==> src/ail_pkg.sv <==
// shared constants, codes and types for the active interval lookup
package ail_pkg;

	localparam int DEPTH = 256;
	localparam int IDX_W = $clog2(DEPTH);
	localparam int CNT_W = $clog2(DEPTH + 1);
	localparam int DW    = 32;
	localparam int TW    = DW + 2;

	typedef enum logic [1:0] {
		OP_ADD   = 2'd0,
		OP_QUERY = 2'd1,
		OP_SEEK  = 2'd2,
		OP_CLEAR = 2'd3
	} op_t;

	typedef enum logic [1:0] {
		STAT_OK   = 2'd0,
		STAT_BAD  = 2'd1,
		STAT_FULL = 2'd2
	} status_t;

	typedef struct packed {
		logic          shift;
		logic [DW-1:0] wrap_start;
		logic [DW-1:0] wrap_end;
	} ring_ctl_t;

endpackage

==> src/ail_cell.sv <==
// one table cell of the rotating interval ring
module ail_cell (
	input  logic                     clk,
	input  logic                     shift,
	input  logic [ail_pkg::DW-1:0]   d_start,
	input  logic [ail_pkg::DW-1:0]   d_end,
	output logic [ail_pkg::DW-1:0]   q_start,
	output logic [ail_pkg::DW-1:0]   q_end
);

	logic [ail_pkg::DW-1:0] start_q;
	logic [ail_pkg::DW-1:0] end_q;

	always_ff @(posedge clk) begin
		if (shift) begin
			start_q <= d_start;
			end_q   <= d_end;
		end
	end

	assign q_start = start_q;
	assign q_end   = end_q;

endmodule

==> config.mk <==
export PLATFORM = sky130hd
export DESIGN_NAME = ail_cell
export DESIGN_NICKNAME = d
export VERILOG_FILES = /design/src/ail_pkg.sv /design/src/ail_cell.sv
export SDC_FILE = /design/constraint.sdc
export NUM_CORES = 1
export LEC_CHECK = 0
export ABC_CLOCK_PERIOD_IN_PS = 800
export CAP_MARGIN = 10
export CORE_UTILIZATION = 50
export DETAILED_ROUTE_END_ITERATION = 10
export DONT_BUFFER_PORTS = 1
export HOLD_SLACK_MARGIN = 0.03
export PLACE_DENSITY_LB_ADDON = 0.08
export SYNTH_ARGS = -nofsm -noshare
export SYNTH_HDL_FRONTEND = slang
export SYNTH_SLANG_ARGS = --single-unit
==> constraint.sdc <==
create_clock -name clk -period 0.8 [get_ports clk]
set_clock_uncertainty 0.05 [all_clocks]
set_input_delay 0.04 -clock clk [delete_from_list [all_inputs] [get_ports clk]]
set_output_delay 0.04 -clock clk [all_outputs]
set_load 0.05 [all_outputs]
==> results_dict.tcl, run 1 <==
set metrics [dict create \
    error_line "[ERROR DPL-0033] detailed placement checks failed during check placement." \
    io_buffers 0 \
    die_h_um 64.0 \
    ys_seq_elements 64 \
    syn_inst 64 \
    place_hpwl_um 4130 \
    status "aborted with a tool error" \
    synth_cell_types 1 \
    fp-row-count 22 \
    dieWidth_um 64.0 \
    avgSynthCellArea_sq_um 30.0 \
    yosysSeqAreaShare_pct 100 \
    netlist_area_sq_um 1920 \
    synth_nets 130 \
    pin_count 130 \
    haltStage "detailed placement" \
    gp_congestion 0.668 \
    ys.warnings.count 0 \
    initial_core_util_pct 52.5 \
]
per-stage QoR:
stage	hold WS [ps]	worst slack, ps	area, sq um
after floorplan	88.9	109	1920
after global placement	88.9	140	3260
kinds of logic after synthesis:
| family | share of synthesized area (%) |
|---|---|
| flip-flops | 100 |
Yosys cell counts:
cell type  number  area share [%]
edfxtp_1       64             100
==> run 2: changes to the inputs <==
- CORE_UTILIZATION: 50 -> 35
- HOLD_SLACK_MARGIN: 0.03 -> unset
- PLACE_DENSITY_LB_ADDON: 0.08 -> 0.15
==> results_dict.tcl, run 2 <==
set metrics [dict create \
    status "complete, but fails checks" \
    violations "hold timing, setup timing" \
    cp_top_family "flip-flops" \
    synth.area.top_cells "edfxtp_1" \
    die_h_um 76.1 \
    p_clk_share_pct 25.5 \
    slew_headroom_pct 90.5 \
    cts_setup_buffers 0 \
    root_buffer "clkbuf_8" \
    crit_type "reg2out" \
    cts_buffer_depth 2 \
    dr.pass1.iters 4 \
    finalCriticalPeriod_ps 1020 \
    yosysSeqAreaShare_pct 100 \
    crit_path_cell_trace "buf_12" \
    antenna_found_initial 0 \
    hp-class "in2reg" \
    synth_flop_cell "edfxtp_1" \
    route.detailed.drc 0 \
    pin_count 130 \
    synth.most_common_cell "edfxtp_1" \
    cpMaxStageDelayCell "edfxtp_1" \
    worst_hold_path.num_cells 0 \
    synth_nets 130 \
    cts.sinks 64 \
    die_area_sq_um 5790 \
    setup_ws_ps -221 \
    netlist_area_sq_um 1920 \
    cp-end-kind "primary output" \
    grt_max_degree 65 \
    vias 1192 \
    synth_edf_count 64 \
    clk_pin_slew_worst_paths_ps 60 \
    worstMarginPinSlew_ps 143 \
    combPwrFrac_pct 25.6 \
    layout_common_cells "dlygate4sd3_1, buf_12, edfxtp_1" \
    fmax_mhz 979 \
    p_leak_nw 1.58 \
    setup_viol 64 \
    gp_congestion 0.642 \
    synth_cell_types 1 \
    htree_num_levels 3 \
    numCtsBuffers 9 \
    ys.warnings.count 0 \
    avgSynthCellArea_sq_um 30.0 \
    crit_required_ps 710 \
    grt_pass1_vias 1353 \
    viasPerCell 4.29 \
    cts_tree "done" \
    area_delta_synth_final_pct 113 \
    whs_ps -223 \
    routedWlPerCell_um 16.8 \
    hp-start "shift" \
    fin_util_pct 78.5 \
    dieWidth_um 76.1 \
    p_sw_mw 2.39 \
    grt_pass1_wl_um 7170 \
    slew_violations 0 \
    p_int_mw 6.24 \
    grt_setup_unrepaired "true" \
    core-area_sq_um 5200 \
    first_iter_violations 35 \
    overflow 0 \
    hold_viol_final 64 \
    ir_drop_mv 1.78 \
    p_seq_share_pct 48.9 \
    maxCapViolations 0 \
    whs_endpoint "q_start[15]$_DFFE_PP_" \
    syn_inst 64 \
    ant_nets 0 \
    drive_gt1_share_pct 37.0 \
    ys_seq_elements 64 \
    nets 269 \
    io_buffers 0 \
    routed_wl_um 4680 \
    powerDensity_nw_per_um2 2110 \
    synthTopCellsByCount "edfxtp_1" \
    multi_input_area_sq_um 0 \
    synthArstFlopShare_pct 0 \
    critical_path_arrival_ps 930 \
    n_antenna_cell 0 \
    fp-row-count 26 \
    ctsHoldBuffers 64 \
    synth_top_cell_area_share_pct 100 \
    cpPeakStageDelay_ps 430 \
    switching_share_pct 27.7 \
    cp_max_fo 1 \
    fin_crit_sh_pct 128 \
    start_kind "flop" \
    initial_core_util_pct 36.9 \
    synth_top_area_cell "edfxtp_1" \
    multi_input_cells 0 \
    crit_buf_inv 1 \
    grt_use_total_pct 17.3 \
    post_cts_resized 0 \
]
## run 2: cell counts after synthesis
Identical to the previous run, type by type.
## run 2: area by class of cell
class                 count  area (sq um)
timing repair buffer    128          1920
clock buffer             11           131
clock inverter            5          23.8
tap                      70          87.6
fill                    295          1120
sequential               64          1920
## run 2: kinds of logic after synthesis
| family | after synthesis | share of synthesized area, % |
|---|---|---|
| flops | 64 | 100 |
## run 2: through the flow
stage	setup TNS [ps]	total power [mW]	cells	area, sq um	worst slack [ps]
floorplan	0	5.06	64	1920	109
global placement	0	6.22	198	3290	140
detailed placement	0	6.25	198	3290	121
CTS	-13760	8.69	278	4090	-236
global route	-14900	8.91	278	4090	-259
finish	-12770	8.63	278	4090	-221
## run 2: how the worst max path moves through the flow
| stage | to | slack (ps) | start | cells past startpoint |
|---|---|---|---|---|
| finish | q_start[15] | -220 | q_start[15]$_DFFE_PP_ | 1 |
| global route | q_start[23] | -260 | q_start[23]$_DFFE_PP_ | 1 |
| CTS | q_start[28] | -240 | q_start[28]$_DFFE_PP_ | 1 |
| detailed placement | q_end[19] | 120 | q_end[19]$_DFFE_PP_ | 1 |
| global placement | q_start[6] | 140 | q_start[6]$_DFFE_PP_ | 1 |
| floorplan | q_end[0] | 110 | q_end[0]$_DFFE_PP_ | 0 |
## run 2: layer usage
| metal | share of wire, % | wire [um] | global-route usage (%) |
|---|---|---|---|
| met3 | 7.8 | 367 | 6.95 |
| met5 | 0 | 0 | 0 |
| met1 | 31 | 1460 | 15.9 |
| met2 | 59 | 2740 | 32.2 |
| met4 | 2.3 | 106 | 9.62 |
## run 2: power by group through the flow
stage | combinational (mW) | clock, mW | sequential [mW]
6_report | 2.21 | 2.20 | 4.22
5_1_grt | 2.25 | 2.42 | 4.24
4_1_cts | 2.21 | 2.26 | 4.22
3_5_place_dp | 1.96 | 0 | 4.29
3_3_place_gp | 1.95 | 0 | 4.28
2_1_floorplan | 0 | 0 | 5.06
(Power assumes the default switching activity.)
==> run 3: changes to the inputs <==
- CTS_BUF_LIST: unset -> sky130_fd_sc_hd__clkbuf_4 sky130_fd_sc_hd__clkbuf_8
==> results_dict.tcl, run 3 (synthesized netlist as in run 2, its figures left out) <==
set metrics [dict create \
    gp_congestion 0.642 \
    p_clk_share_pct 26.1 \
    setup_ws_ps -219 \
    setup_viol 64 \
    viasPerCell 4.30 \
    fin_cells 278 \
    fmax_mhz 982 \
    crit_buf_inv 1 \
    crit_type "reg2out" \
    p_leak_nw 1.59 \
    cp_top_family "flip-flops" \
    cpPeakStageDelay_ps 430 \
    ant_nets 0 \
    hp-start "shift" \
    fin_crit_sh_pct 127 \
    critical_path_arrival_ps 930 \
    layout_common_cells "dlygate4sd3_1, buf_12, edfxtp_1" \
    post_cts_resized 0 \
    antenna_found_initial 0 \
    hp-class "in2reg" \
    grt_pass1_wl_um 7120 \
    p_seq_share_pct 48.5 \
    area_delta_synth_final_pct 113 \
    pin_count 130 \
    fin_util_pct 78.7 \
    setup_tns_ps -12710 \
    whs_ps -221 \
    nets 269 \
    cp-startpoint "q_start[7]$_DFFE_PP_" \
    powerDensity_nw_per_um2 2120 \
    slew_headroom_pct 90.5 \
    routedWlPerCell_um 16.6 \
    route.detailed.drc 0 \
    htree_num_levels 3 \
    status "complete, but fails checks" \
    maxCapViolations 0 \
    drive_gt1_share_pct 38.0 \
    worstMarginPinSlew_ps 143 \
    crit_path_cell_trace "buf_12" \
    multi_input_area_sq_um 0 \
    initial_core_util_pct 36.9 \
    overflow 0 \
    total_power_mw 8.69 \
    start_kind "flop" \
    clk_pin_slew_worst_paths_ps 60 \
    crit_required_ps 710 \
    hold_viol_final 64 \
    combPwrFrac_pct 25.4 \
    multi_input_cells 0 \
    grt_pass1_vias 1349 \
    core-area_sq_um 5200 \
    p_int_mw 6.30 \
    vias 1195 \
    dr.pass1.iters 4 \
    cpMaxStageDelayCell "edfxtp_1" \
    finalCriticalPeriod_ps 1020 \
    cp-end-kind "primary output" \
    grt_setup_unrepaired "true" \
    grt_use_total_pct 17.1 \
    switching_share_pct 27.5 \
    root_buffer "clkbuf_8" \
    cts_tree "done" \
    first_iter_violations 41 \
    cp_max_fo 1 \
    place_ws_ps 121 \
    ctsHoldBuffers 64 \
    violations "hold timing, setup timing" \
    numCtsBuffers 9 \
    dieWidth_um 76.1 \
    p_sw_mw 2.39 \
    die_area_sq_um 5790 \
    die_h_um 76.1 \
    post-place-cells 198 \
    ir_drop_mv 1.77 \
    fp-row-count 26 \
    io_buffers 0 \
    cts_buffer_depth 2 \
    grt_max_degree 65 \
    n_antenna_cell 0 \
    cts.sinks 64 \
    routed_wl_um 4620 \
    slew_violations 0 \
]
run 3: layout make-up:
cell class	count	area [sq um]
clock buffer	11	139
clock inverter	5	23.8
fill	291	1110
sequential	64	1920
tap	70	87.6
timing repair buffer	128	1920
run 3: worst paths after layout:
path | cells past startpoint | endpoint | slack, ps
max | 1 | q_start[7] | -220
min | 0 | q_start[15]$_DFFE_PP_ | -220
run 3: repair_timing:
action | in CTS | in global routing
setup buffers | 0 | 0
setup endpoints to repair | 64 | 64
hold endpoints to repair | 128 | 64
run 3: power groups by stage:
stage | Combinational (mW) | Sequential [mW] | Clock [mW]
final | 2.20 | 4.22 | 2.27
after global routing | 2.25 | 4.24 | 2.47
after CTS | 2.21 | 4.22 | 2.33
after detailed placement | 1.96 | 4.29 | 0
after global placement | 1.95 | 4.28 | 0
after floorplan | 0 | 5.06 | 0
run 3: layer usage:
layer  part of all wire, %  GRT usage [%]  up-vias
li1                      -              -      538
met1                    31           15.6      575
met2                    59           31.8       72
met3                   7.9           6.83       10
met4                   2.3           9.62        0
met5                     0              0        -
run 3: through the flow:
step | hold WS, ps | cell area [sq um]
finish | -221 | 4090
global route | -242 | 4090
CTS | -234 | 4090
detailed placement | 88.9 | 3290
global placement | 88.9 | 3290
floorplan | 88.9 | 1920
