$ cat config.mk
export PLATFORM = sky130hd
export DESIGN_NAME = ail_ctrl
export DESIGN_NICKNAME = d
export VERILOG_FILES = /design/src/ail_pkg.sv /design/src/ail_ctrl.sv
export SDC_FILE = /design/constraint.sdc
export NUM_CORES = 1
export LEC_CHECK = 0
export BUFFER_PORTS_ARGS = -buffer_cell sky130_fd_sc_hd__buf_2
export CORE_AREA = 2 2 162 323
export CTS_CLUSTER_SIZE = 10
export DETAILED_ROUTE_END_ITERATION = 16
export DIE_AREA = 0 0 164 325
export HOLD_SLACK_MARGIN = 0.15
export PLACE_DENSITY = 0.58
export SKIP_CTS_REPAIR_TIMING = 1
export SLEW_MARGIN = 20
export SYNTH_ARGS = -nofsm -noshare
export SYNTH_HDL_FRONTEND = slang
export SYNTH_SLANG_ARGS = --single-unit
$ cat constraint.sdc
create_clock -name clk -period 3.5 [get_ports clk]
set_input_delay 0.35 -clock clk [delete_from_list [all_inputs] [get_ports clk]]
set_output_delay 0.35 -clock clk [all_outputs]
set_load 0.1 [all_outputs]
$ cat src/ail_pkg.sv
// shared constants, codes and types for the active interval lookup
package ail_pkg;

	localparam int DEPTH = 256;
	localparam int IDX_W = $clog2(DEPTH);
	localparam int CNT_W = $clog2(DEPTH + 1);
	localparam int DW    = 32;
	localparam int TW    = DW + 2;

	typedef enum logic [1:0] {
		OP_ADD   = 2'd0,
		OP_QUERY = 2'd1,
		OP_SEEK  = 2'd2,
		OP_CLEAR = 2'd3
	} op_t;

	typedef enum logic [1:0] {
		STAT_OK   = 2'd0,
		STAT_BAD  = 2'd1,
		STAT_FULL = 2'd2
	} status_t;

	typedef struct packed {
		logic          shift;
		logic [DW-1:0] wrap_start;
		logic [DW-1:0] wrap_end;
	} ring_ctl_t;

endpackage

$ cat src/ail_ctrl.sv
// sequencer and head-of-ring compare for add, query, seek and clear
module ail_ctrl (
	input  logic                          clk,
	input  logic                          arst_n,
	input  logic                          start,
	output logic                          busy,
	input  logic [1:0]                    op,
	input  logic [ail_pkg::DW-1:0]        start_ms,
	input  logic [ail_pkg::DW-1:0]        end_ms,
	input  logic [ail_pkg::DW-1:0]        clock_ms,
	input  logic [ail_pkg::DW-1:0]        offset,
	input  logic [ail_pkg::DW-1:0]        head_start,
	input  logic [ail_pkg::DW-1:0]        head_end,
	output ail_pkg::ring_ctl_t            ring,
	output logic                          done,
	output logic [1:0]                    status,
	output logic                          found,
	output logic [7:0]                    entry_index,
	output logic [ail_pkg::DW-1:0]        entry_start,
	output logic [ail_pkg::DW-1:0]        entry_end
);

	typedef enum logic [1:0] {
		ST_IDLE,
		ST_SCAN,
		ST_FIN
	} state_t;

	state_t                          state_q;
	ail_pkg::op_t                    op_q;
	logic signed [ail_pkg::TW-1:0]   t_q;
	logic [ail_pkg::IDX_W-1:0]       first_q;
	logic [ail_pkg::IDX_W-1:0]       k_q;
	logic [ail_pkg::CNT_W-1:0]       count_q;
	logic [ail_pkg::IDX_W-1:0]       hint_q;
	logic [ail_pkg::DW-1:0]          add_start_q;
	logic [ail_pkg::DW-1:0]          add_end_q;
	logic                            p1_done_q;
	logic                            p1_hit_q;
	logic [ail_pkg::IDX_W-1:0]       p1_pos_q;
	logic [ail_pkg::DW-1:0]          p1_s_q;
	logic [ail_pkg::DW-1:0]          p1_e_q;
	logic                            p2_done_q;
	logic                            p2_hit_q;
	logic [ail_pkg::IDX_W-1:0]       p2_pos_q;
	logic [ail_pkg::DW-1:0]          p2_s_q;
	logic [ail_pkg::DW-1:0]          p2_e_q;
	logic                            done_q;
	ail_pkg::status_t                status_q;
	logic                            found_q;
	logic [7:0]                      idx_q;
	logic [ail_pkg::DW-1:0]          es_q;
	logic [ail_pkg::DW-1:0]          ee_q;

	logic signed [ail_pkg::TW-1:0]   t_in;
	logic signed [ail_pkg::TW-1:0]   hs;
	logic signed [ail_pkg::TW-1:0]   he;
	logic                            in_range;
	logic                            contains;
	logic                            after;
	logic                            insert;
	ail_pkg::op_t                    op_in;
	ail_pkg::status_t                add_status;

	assign op_in    = ail_pkg::op_t'(op);
	assign t_in     = $signed({2'b00, clock_ms})
		+ $signed({{2{offset[ail_pkg::DW-1]}}, offset});
	assign hs       = $signed({2'b00, head_start});
	assign he       = $signed({2'b00, head_end});
	assign in_range = {1'b0, k_q} < count_q;
	assign contains = (hs <= t_q) && (t_q <= he);
	assign after    = hs > t_q;
	assign insert   = (op_q == ail_pkg::OP_ADD) && ({1'b0, k_q} == count_q);

	always_comb begin
		if (end_ms <= start_ms) begin
			add_status = ail_pkg::STAT_BAD;
		end else if (count_q == ail_pkg::CNT_W'(ail_pkg::DEPTH)) begin
			add_status = ail_pkg::STAT_FULL;
		end else begin
			add_status = ail_pkg::STAT_OK;
		end
	end

	always_comb begin
		ring.shift      = state_q == ST_SCAN;
		ring.wrap_start = insert ? add_start_q : head_start;
		ring.wrap_end   = insert ? add_end_q : head_end;
	end

	always_ff @(posedge clk or negedge arst_n) begin
		if (!arst_n) begin
			state_q     <= ST_IDLE;
			op_q        <= ail_pkg::OP_ADD;
			t_q         <= '0;
			first_q     <= '0;
			k_q         <= '0;
			count_q     <= '0;
			hint_q      <= '0;
			add_start_q <= '0;
			add_end_q   <= '0;
			p1_done_q   <= 1'b0;
			p1_hit_q    <= 1'b0;
			p1_pos_q    <= '0;
			p1_s_q      <= '0;
			p1_e_q      <= '0;
			p2_done_q   <= 1'b0;
			p2_hit_q    <= 1'b0;
			p2_pos_q    <= '0;
			p2_s_q      <= '0;
			p2_e_q      <= '0;
			done_q      <= 1'b0;
			status_q    <= ail_pkg::STAT_OK;
			found_q     <= 1'b0;
			idx_q       <= '0;
			es_q        <= '0;
			ee_q        <= '0;
		end else begin
			case (state_q)
				ST_IDLE: begin
					if (start) begin
						op_q        <= op_in;
						t_q         <= t_in;
						add_start_q <= start_ms;
						add_end_q   <= end_ms;
						k_q         <= '0;
						p1_done_q   <= 1'b0;
						p1_hit_q    <= 1'b0;
						p1_pos_q    <= '0;
						p2_done_q   <= 1'b0;
						p2_hit_q    <= 1'b0;
						first_q     <= ({1'b0, hint_q} < count_q) ? hint_q : '0;
						found_q     <= 1'b0;
						idx_q       <= '0;
						es_q        <= '0;
						ee_q        <= '0;
						status_q    <= (op_in == ail_pkg::OP_ADD) ? add_status
							: ail_pkg::STAT_OK;
						done_q      <= (op_in == ail_pkg::OP_CLEAR)
							|| (op_in == ail_pkg::OP_ADD && add_status != ail_pkg::STAT_OK);
						case (op_in)
							ail_pkg::OP_ADD: begin
								if (add_status == ail_pkg::STAT_OK) begin
									state_q <= ST_SCAN;
								end
							end
							ail_pkg::OP_CLEAR: begin
								count_q <= '0;
								hint_q  <= '0;
							end
							default: begin
								state_q <= ST_SCAN;
							end
						endcase
					end else begin
						done_q <= 1'b0;
					end
				end
				ST_SCAN: begin
					done_q <= 1'b0;
					k_q <= k_q + 1'b1;
					if (k_q == ail_pkg::IDX_W'(ail_pkg::DEPTH - 1)) begin
						state_q <= ST_FIN;
					end
					if (in_range && op_q == ail_pkg::OP_QUERY) begin
						if (k_q >= first_q) begin
							if (!p1_done_q && contains) begin
								p1_done_q <= 1'b1;
								p1_hit_q  <= 1'b1;
								p1_pos_q  <= k_q;
								p1_s_q    <= head_start;
								p1_e_q    <= head_end;
							end else if (!p1_done_q && after) begin
								p1_done_q <= 1'b1;
							end
						end else begin
							if (!p2_done_q && contains) begin
								p2_done_q <= 1'b1;
								p2_hit_q  <= 1'b1;
								p2_pos_q  <= k_q;
								p2_s_q    <= head_start;
								p2_e_q    <= head_end;
							end else if (!p2_done_q && after) begin
								p2_done_q <= 1'b1;
							end
						end
					end
					if (in_range && op_q == ail_pkg::OP_SEEK && !p1_done_q && after) begin
						p1_done_q <= 1'b1;
						p1_pos_q  <= (k_q == '0) ? '0 : k_q - 1'b1;
					end
				end
				ST_FIN: begin
					state_q <= ST_IDLE;
					done_q  <= 1'b1;
					case (op_q)
						ail_pkg::OP_ADD: begin
							count_q <= count_q + 1'b1;
						end
						ail_pkg::OP_QUERY: begin
							if (p1_hit_q) begin
								hint_q  <= p1_pos_q;
								found_q <= 1'b1;
								idx_q   <= 8'(p1_pos_q);
								es_q    <= p1_s_q;
								ee_q    <= p1_e_q;
							end else if (p2_hit_q) begin
								hint_q  <= p2_pos_q;
								found_q <= 1'b1;
								idx_q   <= 8'(p2_pos_q);
								es_q    <= p2_s_q;
								ee_q    <= p2_e_q;
							end
						end
						ail_pkg::OP_SEEK: begin
							hint_q <= p1_done_q ? p1_pos_q : '0;
						end
						default: begin
							hint_q <= hint_q;
						end
					endcase
				end
				default: begin
					state_q <= ST_IDLE;
					done_q  <= 1'b0;
				end
			endcase
		end
	end

	assign busy        = state_q != ST_IDLE;
	assign done        = done_q;
	assign status      = status_q;
	assign found       = found_q;
	assign entry_index = idx_q;
	assign entry_start = es_q;
	assign entry_end   = ee_q;

`ifndef NO_ASSERTIONS
	a_count_bound: assert property (@(posedge clk) disable iff (!arst_n)
		count_q <= ail_pkg::CNT_W'(ail_pkg::DEPTH))
		else $error("entry count past table depth");

	a_hint_bound: assert property (@(posedge clk) disable iff (!arst_n)
		hint_q == '0 || {1'b0, hint_q} < count_q)
		else $error("hint outside filled table");

	a_clear: assert property (@(posedge clk) disable iff (!arst_n)
		start && !busy && op == ail_pkg::OP_CLEAR |=> count_q == '0 && done_q)
		else $error("clear did not empty table");

	a_fin_done: assert property (@(posedge clk) disable iff (!arst_n)
		state_q == ST_FIN |=> done_q && state_q == ST_IDLE)
		else $error("scan end without result");

	a_found_ok: assert property (@(posedge clk) disable iff (!arst_n)
		done_q && found_q |-> status_q == ail_pkg::STAT_OK && op_q == ail_pkg::OP_QUERY)
		else $error("hit reported outside a query");
`endif

endmodule

==> run_results.csv, run 1 <==
group,metric,value,unit
synthesis,yosysWarningCount,0,
worst_setup_path,r2r_slack,0.14,ns
worst_setup_path,cp.arrival,3.07,ns
finish,final_nets,2850,
power_and_ir_drop,p_leak,0.0126,µW
synthesis,synthAdderAreaFrac,0.100,
finish,multi_input_area,0.0102,mm²
clock_tree,insertion_delay,0.57,ns
worst_setup_path,r2r_end,"p2_e_q[1]",
placement,dpl.hpwl,55.6,mm
floorplanning,core_area,0.0508,mm²
floorplanning,die_area,0.0533,mm²
synthesis,synth_top_area_share,0.446,
synthesis,synth-seq-area-share,0.446,
worst_setup_path,cp-start-kind,"flip-flop",
synthesis,synth_xor_area_frac,0.0178,
finish,n_fill_cell,4688,
placement,place_congestion,0.888,
clock_tree,clock_sinks,359,
synthesis,synth.area.top_cells,"dfrtp_1, ha_1, nand2_1",
min_path,hp-start,"start_ms[7]",
synthesis,synth_top_family_by_area,"compound AO/OA/AOI/OAI gates",
finish,post_route_cells_drive_above_1_share,0.253,
min_path,hold_path_end,"add_start_q[7]",
synthesis,syn_nets,2371,
power_and_ir_drop,power_density,743,mW/mm²
worst_setup_path,path_class,"flip-flop to primary output",
routing,drt_wl_total,73.0,mm
min_path,holdPathStages,3,
floorplanning,rows,117,
routing,drtAntennaViolNets,0,
finish,final_cell_area,0.0254,mm²
sta,hold_viol_final,0,
finish,fin_util,0.501,
global_route,grt_max_degree,126,
synthesis,ys_ff_latch,359,
sta,slew_headroom,0.351,
global_route,grt.overflow.total,0,
floorplanning,start_util,0.397,
min_path,hp-class,"input pin to flip-flop",
synthesis,synthArstFlopShare,1.00,
synthesis,synth_edf_count,0,
synthesis,synth.mux.area_fraction,0.126,
routing,drc,0,
floorplanning,fp.dieW,164,µm
routing,drt-initial-drc-count,1052,
routing,vias,17000,
worst_setup_path,worst-r2r-cell-count,11,
clock_tree,cts_inserted_buffers,42,
finish,seqCellArea,0.00899,mm²
synthesis,synth_cell_types,72,
synthesis,synthFlopType,"dfrtp_1",
sta,final-max-slew-violation-count,0,
synthesis,postSynthAreaPerCell,10.0,µm²
worst_setup_path,critical_path_buf_inv_count,2,
global_route,grtUsageTotal,0.268,
global_route,grt_pass1_vias,17300,
clock_tree,clk_pin_slew,0.06,ns
worst_setup_path,slowest_stage,"dfrtp_1",
clock_tree,cts_buffer_depth,3,
clock_tree,root_buffer,"clkbuf_16",
sta,tightest_slew,0.973,ns
placement,placement.cell_area,0.0231,mm²
power_and_ir_drop,vdd.ir_drop.worst,0.380,mV
routing,dr.pass1.iters,5,
synthesis,synth_commonest_cells,"dfrtp_1, nand2_1, o21ai_0, ha_1, inv_1",
synthesis,synth_area,0.0202,mm²
sta,fin_hold_ws,0.120,ns
global_route,grt_pass1_wl,106,mm
placement,io_buffers,338,
worst_setup_path,crit_family,"buffers and inverters",
routing,wl_per_cell,23.1,µm
clock_tree,htreeDepth,2,
outcome,run_status,"complete, no violations",
synthesis,synth-simple-area-share,0.122,
sta,fin_crit,3.42,ns
worst_setup_path,r2r-start,"t_q[19]",
global_route,grt_antenna_before_repair,3,
synthesis,yosysMostFrequentCell,"dfrtp_1",
worst_setup_path,crit_fanout,48,
sta,fin_crit_sh,0.978,
clock_tree,cts_tree,"built",
routing,via_per_inst,5.38,
synthesis,postSynthCellCount,2013,
synthesis,synth_compound_gate_area_share,0.137,
sta,setup_viol_count_final,0,
sta,rsz0062_at_grt,"true",
floorplanning,die_h,325,µm
worst_setup_path,worstPathCellList,"ha_1 -> nand2_1 -> nor4_4 -> bufbuf_16 -> mux2_2 -> clkbuf_4",
worst_setup_path,cp_slowest_stage_delay,0.53,ns
sta,fin_skew,0.0217,ns
worst_setup_path,required,3.15,ns
finish,area_growth,26.3,%
worst_setup_path,end_kind,"primary output",
sta,max_freq,292,MHz
floorplanning,pin_count,339,
placement,placed_cells,2993,
synthesis,synth_top_area_cell,"dfrtp_1",
flow_run,max_cap_viol_count,0,
sta,finalSetupTns,0,ns
finish,fin_cells,3156,
stage by stage:
stage | worst slack, ns | power [µW]
global placement | -0.279 | 14500
floorplan | -0.399 | 12100
CTS | -0.347 | 18800
global route | -0.0489 | 20000
detailed placement | -0.411 | 14700
finish | 0.0757 | 18900
flip-flops by register name, indices dropped and copies added (netlist names), 9 cells and up:
signal       cells
add_end_q       32
entry_end       32
count_q          9
t_q             34
p1_e_q          32
p1_s_q          32
add_start_q     32
entry_start     32
p2_e_q          32
p2_s_q          32
power breakdown:
group	total (µW)	switching, µW	internal (µW)
Sequential	6440	931	5500
Combinational	8420	5540	2890
Clock	4050	1760	2290
worst register-to-register path, cell delays in order, from the launching register on:
cell and delay [ns]:
dfrtp_1 0.36, inv_1 0.06, ha_1 0.28, a21oi_1 0.14, o21ai_0 0.12, a221o_1 0.40, a2111o_1 0.44, o21ai_2 0.22
and2_4 0.23, and4b_4 0.30, buf_16 0.27, mux2_2 0.42
area by class of cell:
class,count,share of cell area
antenna,1,0.0000983
clock buffer,50,0.0437
clock inverter,3,0.00246
inverter,138,0.0204
multi-input combinational,1418,0.402
sequential,359,0.353
tap,654,0.0322
timing repair buffer,533,0.146
cell families after synthesis:
| logic type | count (synthesis) |
|---|---|
| buffers and inverters | 236 |
| AND/OR/NAND/NOR | 548 |
| adder cells (fa/ha/maj) | 161 |
| AO/OA/AOI/OAI | 457 |
| XOR/XNOR | 41 |
| flip-flops | 359 |
| multiplexers | 211 |
cell usage in the layout (no fill, tap or decap), types with 5 or more instances in the layout:
cell type and count:
mux2i_1 75, a21o_1 48, a31oi_1 10, xor2_1 20, o21ai_1 30, nor2_1 51
dfrtp_1 358, mux2_4 70, nand2b_1 14, nand4_1 23, o21bai_1 7, and2_1 5
nand2_1 328, nand3_1 63, clkbuf_16 43, nor3_1 13, buf_12 17, and4_1 7
inv_1 138, a221oi_1 10, and3_1 6, a211oi_1 6, nor3b_1 7, o21a_1 10
buf_4 78, o31ai_1 39, ha_1 160, xnor2_1 21, mux2_2 66, buf_2 325
clkbuf_1 6, o21ai_0 181, a21oi_1 74, dlygate4sd3_1 106, o2bb2ai_1 8
per-layer routing:
layer	track usage	vias up	routed length [µm]
li1	-	7978	-
met1	0.273	8315	25700
met2	0.515	519	40000
met3	0.0390	158	3100
met4	0.138	4	4240
met5	0	-	27
worst max-delay path by stage:
stage | from | endpoint | slack [ns] | cells past startpoint
2_1_floorplan | k_q[0] | ring[31] | -0.40 | 7
3_3_place_gp | head_start[26] | p1_pos_q[5] | -0.28 | 13
3_5_place_dp | head_start[26] | p1_done_q | -0.41 | 12
4_1_cts | t_q[27] | p1_done_q | -0.35 | 12
5_1_grt | count_q[3] | ring[46] | -0.05 | 7
6_report | k_q[1] | ring[46] | 0.08 | 6
Note: power is estimated with default switching activity, not from simulation.
==> run 2: changes to the inputs <==
Settings changed: CORE_AREA 2 2 162 323 to 2 2 136 271, CTS_CLUSTER_SIZE 10 to 14, DIE_AREA 0 0 164 325 to 0 0 138 273, PLACE_DENSITY 0.58 to 0.78.
==> run 2 against run 1 <==
Effect of this change:
- routed wire length fell by 8.9%
- first-iteration DRC count rose by 20%
- die area fell by 29%
- combinational power fell by 2%
- clock power rose by 2%
- hold slack got worse by 0.014 ns
- critical endpoint is now p2_e_q[1]
- largest power group unchanged
==> run_results.csv, run 2 (synthesis gave the netlist of run 1 again) <==
group,metric,value,unit
clock_tree,clock_sinks,359,
sta,fin_hold_ws,0.106,ns
worst_setup_path,cp_slowest_stage_delay,0.52,ns
routing,maxUsedRoutingLayer,"met5",
routing,wl_met1,22.0,mm
global_route,grt_pass1_vias,17500,
sta,fin_crit,3.49,ns
worst_setup_path,r2r-start,"t_q[26]",
sta,max_freq,287,MHz
routing,vias,17400,
sta,slew_headroom,0.300,
floorplanning,die_area,0.0377,mm²
clock_tree,cts_inserted_buffers,35,
floorplanning,fp.dieW,138,µm
routing,drc,0,
sta,fin_crit_sh,0.996,
power_and_ir_drop,vdd.ir_drop.worst,0.456,mV
sta,fin_skew,0.0157,ns
global_route,grtUsageTotal,0.337,
floorplanning,rows,98,
global_route,grt.overflow.total,0,
min_path,holdPathStages,3,
worst_setup_path,slowest_stage,"dlygate4sd3_1",
routing,dr.pass1.iters,7,
routing,dr_wl_met2,35.7,mm
outcome,run_status,"complete, no violations",
floorplanning,core_area,0.0356,mm²
sta,hold_viol_final,0,
routing,drt-initial-drc-count,1261,
worst_setup_path,path_class,"input pin to flip-flop",
placement,dp_slack,-0.105,ns
global_route,grt_max_degree,149,
placement,placement.cell_area,0.0227,mm²
flow_run,max_cap_viol_count,0,
min_path,hp-class,"input pin to flip-flop",
clock_tree,cts_buffer_depth,3,
sta,finalSetupTns,0,ns
floorplanning,pin_count,339,
worst_setup_path,crit_fanout,37,
finish,largest_reg_flops,34,
min_path,hp-start,"end_ms[0]",
sta,fin_ws,0.0138,ns
sta,final-max-slew-violation-count,0,
finish,fin_util,0.701,
routing,via_per_inst,5.94,
placement,place_congestion,0.916,
power_and_ir_drop,p_leak,0.0124,µW
routing,drtAntennaViolNets,0,
routing,drt_wl_total,66.6,mm
worst_setup_path,r2r_slack,0.10,ns
placement,dpl.hpwl,48.4,mm
worst_setup_path,required,3.91,ns
finish,top_register,"t_q",
finish,post_route_cells_drive_above_1_share,0.247,
global_route,grt_antenna_before_repair,9,
floorplanning,start_util,0.567,
routing,wl_met3,3.43,mm
worst_setup_path,crit_family,"simple AND/OR/NAND/NOR gates",
min_path,hold_path_end,"add_end_q[0]",
floorplanning,die_h,273,µm
global_route,grt_pass1_wl,98.3,mm
clock_tree,clk_pin_slew,0.07,ns
power_and_ir_drop,power_density,756,mW/mm²
sta,setup_viol_count_final,0,
worst_setup_path,cp-start-kind,"input pin",
worst_setup_path,end_kind,"flip-flop",
worst_setup_path,worstPathCellList,"dlygate4sd3_1 -> buf_2 -> inv_1 -> ha_1 -> nand2_1 -> nor3_1 -> and4_1 -> a41o_1 -> a31o_2 -> and2_4 -> and4b_4 -> buf_12 -> mux2_2",
routing,wl_per_cell,22.8,µm
finish,area_growth,23.8,%
worst_setup_path,worst-r2r-cell-count,12,
worst_setup_path,r2r_end,"p2_e_q[1]",
placement,io_buffers,338,
worst_setup_path,startpoint,"head_end[20]",
sta,tightest_slew,1.05,ns
worst_setup_path,cp.arrival,3.89,ns
finish,layout_common_cells,"dfrtp_1, nand2_1, buf_2",
finish,layout_commonest_cell,"dfrtp_1",
clock_tree,root_buffer,"clkbuf_16",
clock_tree,cts_tree,"built",
clock_tree,htreeDepth,2,
finish,final_nets,2805,
worst_setup_path,critical_path_buf_inv_count,4,
finish,final_cell_area,0.0249,mm²
clock_tree,insertion_delay,0.53,ns
[run 2: cell count changes in the layout (fill, tap and decap cells not counted), sizes merged]
cell         delta
diode           +5
clkinv          +1
clkinvlp        +1
buf            -26
dlygate4sd3    -11
bufinv          +5
clkbuf          -3
[run 2: tightest hold or removal path: stages]
cell and delay [ns]:
buf_2 0.10, inv_1 0.06, o21ai_0 0.08
[run 2: final cells by class]
type / count / area, µm²
multi-input combinational: 1418 / 10200
clock inverter: 10 / 203
timing repair buffer: 495 / 3440
clock buffer: 48 / 1020
sequential: 359 / 8990
inverter: 138 / 518
tap: 450 / 563
antenna: 6 / 15.0
fill: 2641 / 10600
[run 2: routing by layer]
layer / track usage / up-vias
met2: 0.628 / 733
met4: 0.233 / 8
met5: 0 / -
met3: 0.0517 / 285
met1: 0.341 / 8424
li1: - / 7913
[run 2: per-stage QoR]
stage	total power [µW]	instances
floorplan	12100	2013
global placement	14200	2762
detailed placement	14500	2762
CTS	18700	2820
global route	19800	2921
finish	18900	2924
[run 2: how the worst max path moves through the flow]
stage	cells past startpoint	endpoint
4_1_cts	8	ring[27]
6_report	13	p2_e_q[1]
5_1_grt	8	ring[59]
2_1_floorplan	7	ring[31]
3_3_place_gp	13	p1_done_q
3_5_place_dp	13	p1_done_q
[run 2: report_power, final]
group,switching (µW),internal [µW],total (µW),leakage [µW]
Combinational,5430,2820,8250,0.00712
Clock,1660,2470,4130,0.000596
Sequential,969,5500,6470,0.00473
==> run 3: changes to the inputs <==
Settings changed: CORE_AREA 2 2 136 271 to 2 2 143 284, DIE_AREA 0 0 138 273 to 0 0 145 286, PLACE_DENSITY 0.78 to 0.75.
Clock period 3.5 ns to 2.89 ns, I/O delays scaled along.
==> run 3 against run 2 <==
Effect of this change:
- the run now ends with negative setup slack left
- hold slack got worse by 0.050 ns
- first-iteration DRC count is 5.1% lower
- flip-flop and latch count unchanged
- final cell count grew 9.2%
- clock power rose by 22%
- worst setup slack worse by 0.39 ns
- power grew 35%
- die area up 10%
- critical path depth fell by 1
- global-route usage barely moved
- largest cell class unchanged
- largest power group unchanged
==> run_results.csv, run 3 (synthesis gave the netlist of run 1 again) <==
group,metric,value,unit
sta,fin_ws,-0.378,ns
power_and_ir_drop,p_leak,0.0140,µW
worst_setup_path,path_class,"flip-flop to flip-flop",
floorplanning,start_util,0.513,
worst_setup_path,r2r_slack,-0.38,ns
min_path,holdPathStages,2,
finish,fin_util,0.720,
clock_tree,clock_sinks,359,
finish,n_fill_cell,2647,
floorplanning,die_area,0.0415,mm²
floorplanning,die_h,286,µm
clock_tree,root_buffer,"clkbuf_16",
clock_tree,cts_inserted_buffers,35,
routing,vias,18700,
worst_setup_path,r2r_end,"p2_e_q[24]",
finish,final_cell_area,0.0283,mm²
power_and_ir_drop,vdd.ir_drop.worst,0.626,mV
routing,dr.pass1.iters,8,
routing,drt-initial-drc-count,1197,
clock_tree,clk_pin_slew,0.07,ns
sta,setup_viol_count_final,209,
min_path,hp-class,"input pin to flip-flop",
routing,drt_wl_total,79.0,mm
sta,rsz0062_at_grt,"true",
finish,layout_common_cells,"dfrtp_1, nand2_1, buf_2",
finish,layout_commonest_cell,"dfrtp_1",
routing,via_per_inst,5.86,
global_route,grt_antenna_before_repair,9,
finish,area_growth,40.4,%
worst_setup_path,end_kind,"flip-flop",
flow_run,max_cap_viol_count,0,
floorplanning,core_area,0.0393,mm²
finish,top_register,"t_q",
clock_tree,cts_tree,"built",
global_route,grt.overflow.total,0,
worst_setup_path,worst-r2r-cell-count,12,
sta,fin_crit,3.27,ns
finish,largest_reg_flops,34,
global_route,grt_pass1_vias,18800,
min_path,hp-start,"head_end[19]",
global_route,grtUsageTotal,0.337,
min_path,hold_path_end,"p2_e_q[19]",
floorplanning,fp.dieW,145,µm
floorplanning,pin_count,339,
placement,placement.cell_area,0.0244,mm²
finish,post_route_cells_drive_above_1_share,0.343,
placement,place_congestion,0.917,
sta,finalSetupTns,-51.22,ns
clock_tree,insertion_delay,0.55,ns
worst_setup_path,crit_fanout,8,
sta,final-max-slew-violation-count,0,
sta,max_freq,306,MHz
sta,fin_skew,0.0260,ns
worst_setup_path,r2r-start,"t_q[19]",
worst_setup_path,required,3.31,ns
floorplanning,rows,103,
sta,slew_headroom,0.494,
power_and_ir_drop,power_density,898,mW/mm²
sta,tightest_slew,0.759,ns
outcome,run_status,"complete, but fails checks",
routing,drc,0,
placement,dpl.hpwl,55.1,mm
clock_tree,cts_buffer_depth,3,
outcome,violations,"negative setup slack",
sta,fin_crit_sh,1.13,
global_route,grt_max_degree,90,
placement,io_buffers,338,
routing,wl_per_cell,24.7,µm
sta,hold_viol_final,0,
global_route,grt_pass1_wl,106,mm
routing,drtAntennaViolNets,0,
worst_setup_path,cp.arrival,3.69,ns
finish,final_nets,2998,
clock_tree,htreeDepth,2,
worst_setup_path,cp-start-kind,"flip-flop",
run 3: per-stage QoR:
| stage | power, µW | hold WS [ns] | cells | worst slack, ns |
|---|---|---|---|---|
| after CTS | 23800 | -0.191 | 3035 | -0.510 |
| after global routing | 26500 | 0.0374 | 3192 | -0.422 |
| final | 25400 | 0.0560 | 3194 | -0.378 |
| after global placement | 18400 | 0.361 | 2976 | -0.441 |
| after detailed placement | 18700 | 0.368 | 2976 | -0.479 |
| after floorplan | 14800 | -0.00659 | 2013 | -0.195 |
run 3: how the worst max path moves through the flow:
| stage | to | cells after the start | from |
|---|---|---|---|
| 2_1_floorplan | ring[31] | 7 | k_q[0] |
| 3_3_place_gp | p2_e_q[1] | 11 | head_start[21] |
| 3_5_place_dp | p2_e_q[1] | 11 | head_start[21] |
| 4_1_cts | p2_e_q[1] | 11 | t_q[21] |
| 5_1_grt | p1_e_q[29] | 14 | t_q[23] |
| 6_report | p2_e_q[24] | 12 | t_q[19] |
run 3: final cells by class:
type / instances / area (µm²) / area share
diodes: 7 / 17.5 / 0.000619
repair buffers: 688 / 5930 / 0.209
clock buffers: 48 / 1040 / 0.0366
inverters: 138 / 520 / 0.0184
multi-input cells: 1418 / 11000 / 0.387
flip-flops and latches: 359 / 8990 / 0.318
clock inverters: 11 / 198 / 0.00698
well taps: 525 / 657 / 0.0232
run 3: critical path, cell delays in order, from the launching register on:
cell	delay [ns]
dfrtp_1	0.39
inv_1	0.10
ha_4	0.22
a21oi_2	0.15
o21ai_1	0.10
a221o_1	0.37
a2111o_1	0.47
o21ai_4	0.23
and2_4	0.20
and4b_4	0.27
buf_12	0.17
clkbuf_16	0.18
mux2_4	0.29
run 3: power by group:
group	switching (µW)	total, µW	internal, µW
Combinational	7660	12500	4880
Sequential	1190	7850	6670
Clock	2070	5030	2960
Total	10900	25400	14500
run 3: metal layers:
metal  vias to the layer above  share of wire  track usage  wire length, µm
li1                       8319              -            -                -
met1                      8995           0.31        0.313            24400
met2                       973           0.51        0.623            40500
met3                       417          0.057       0.0477             4530
met4                         4           0.12        0.320             9530
met5                         -        0.00033            0               26
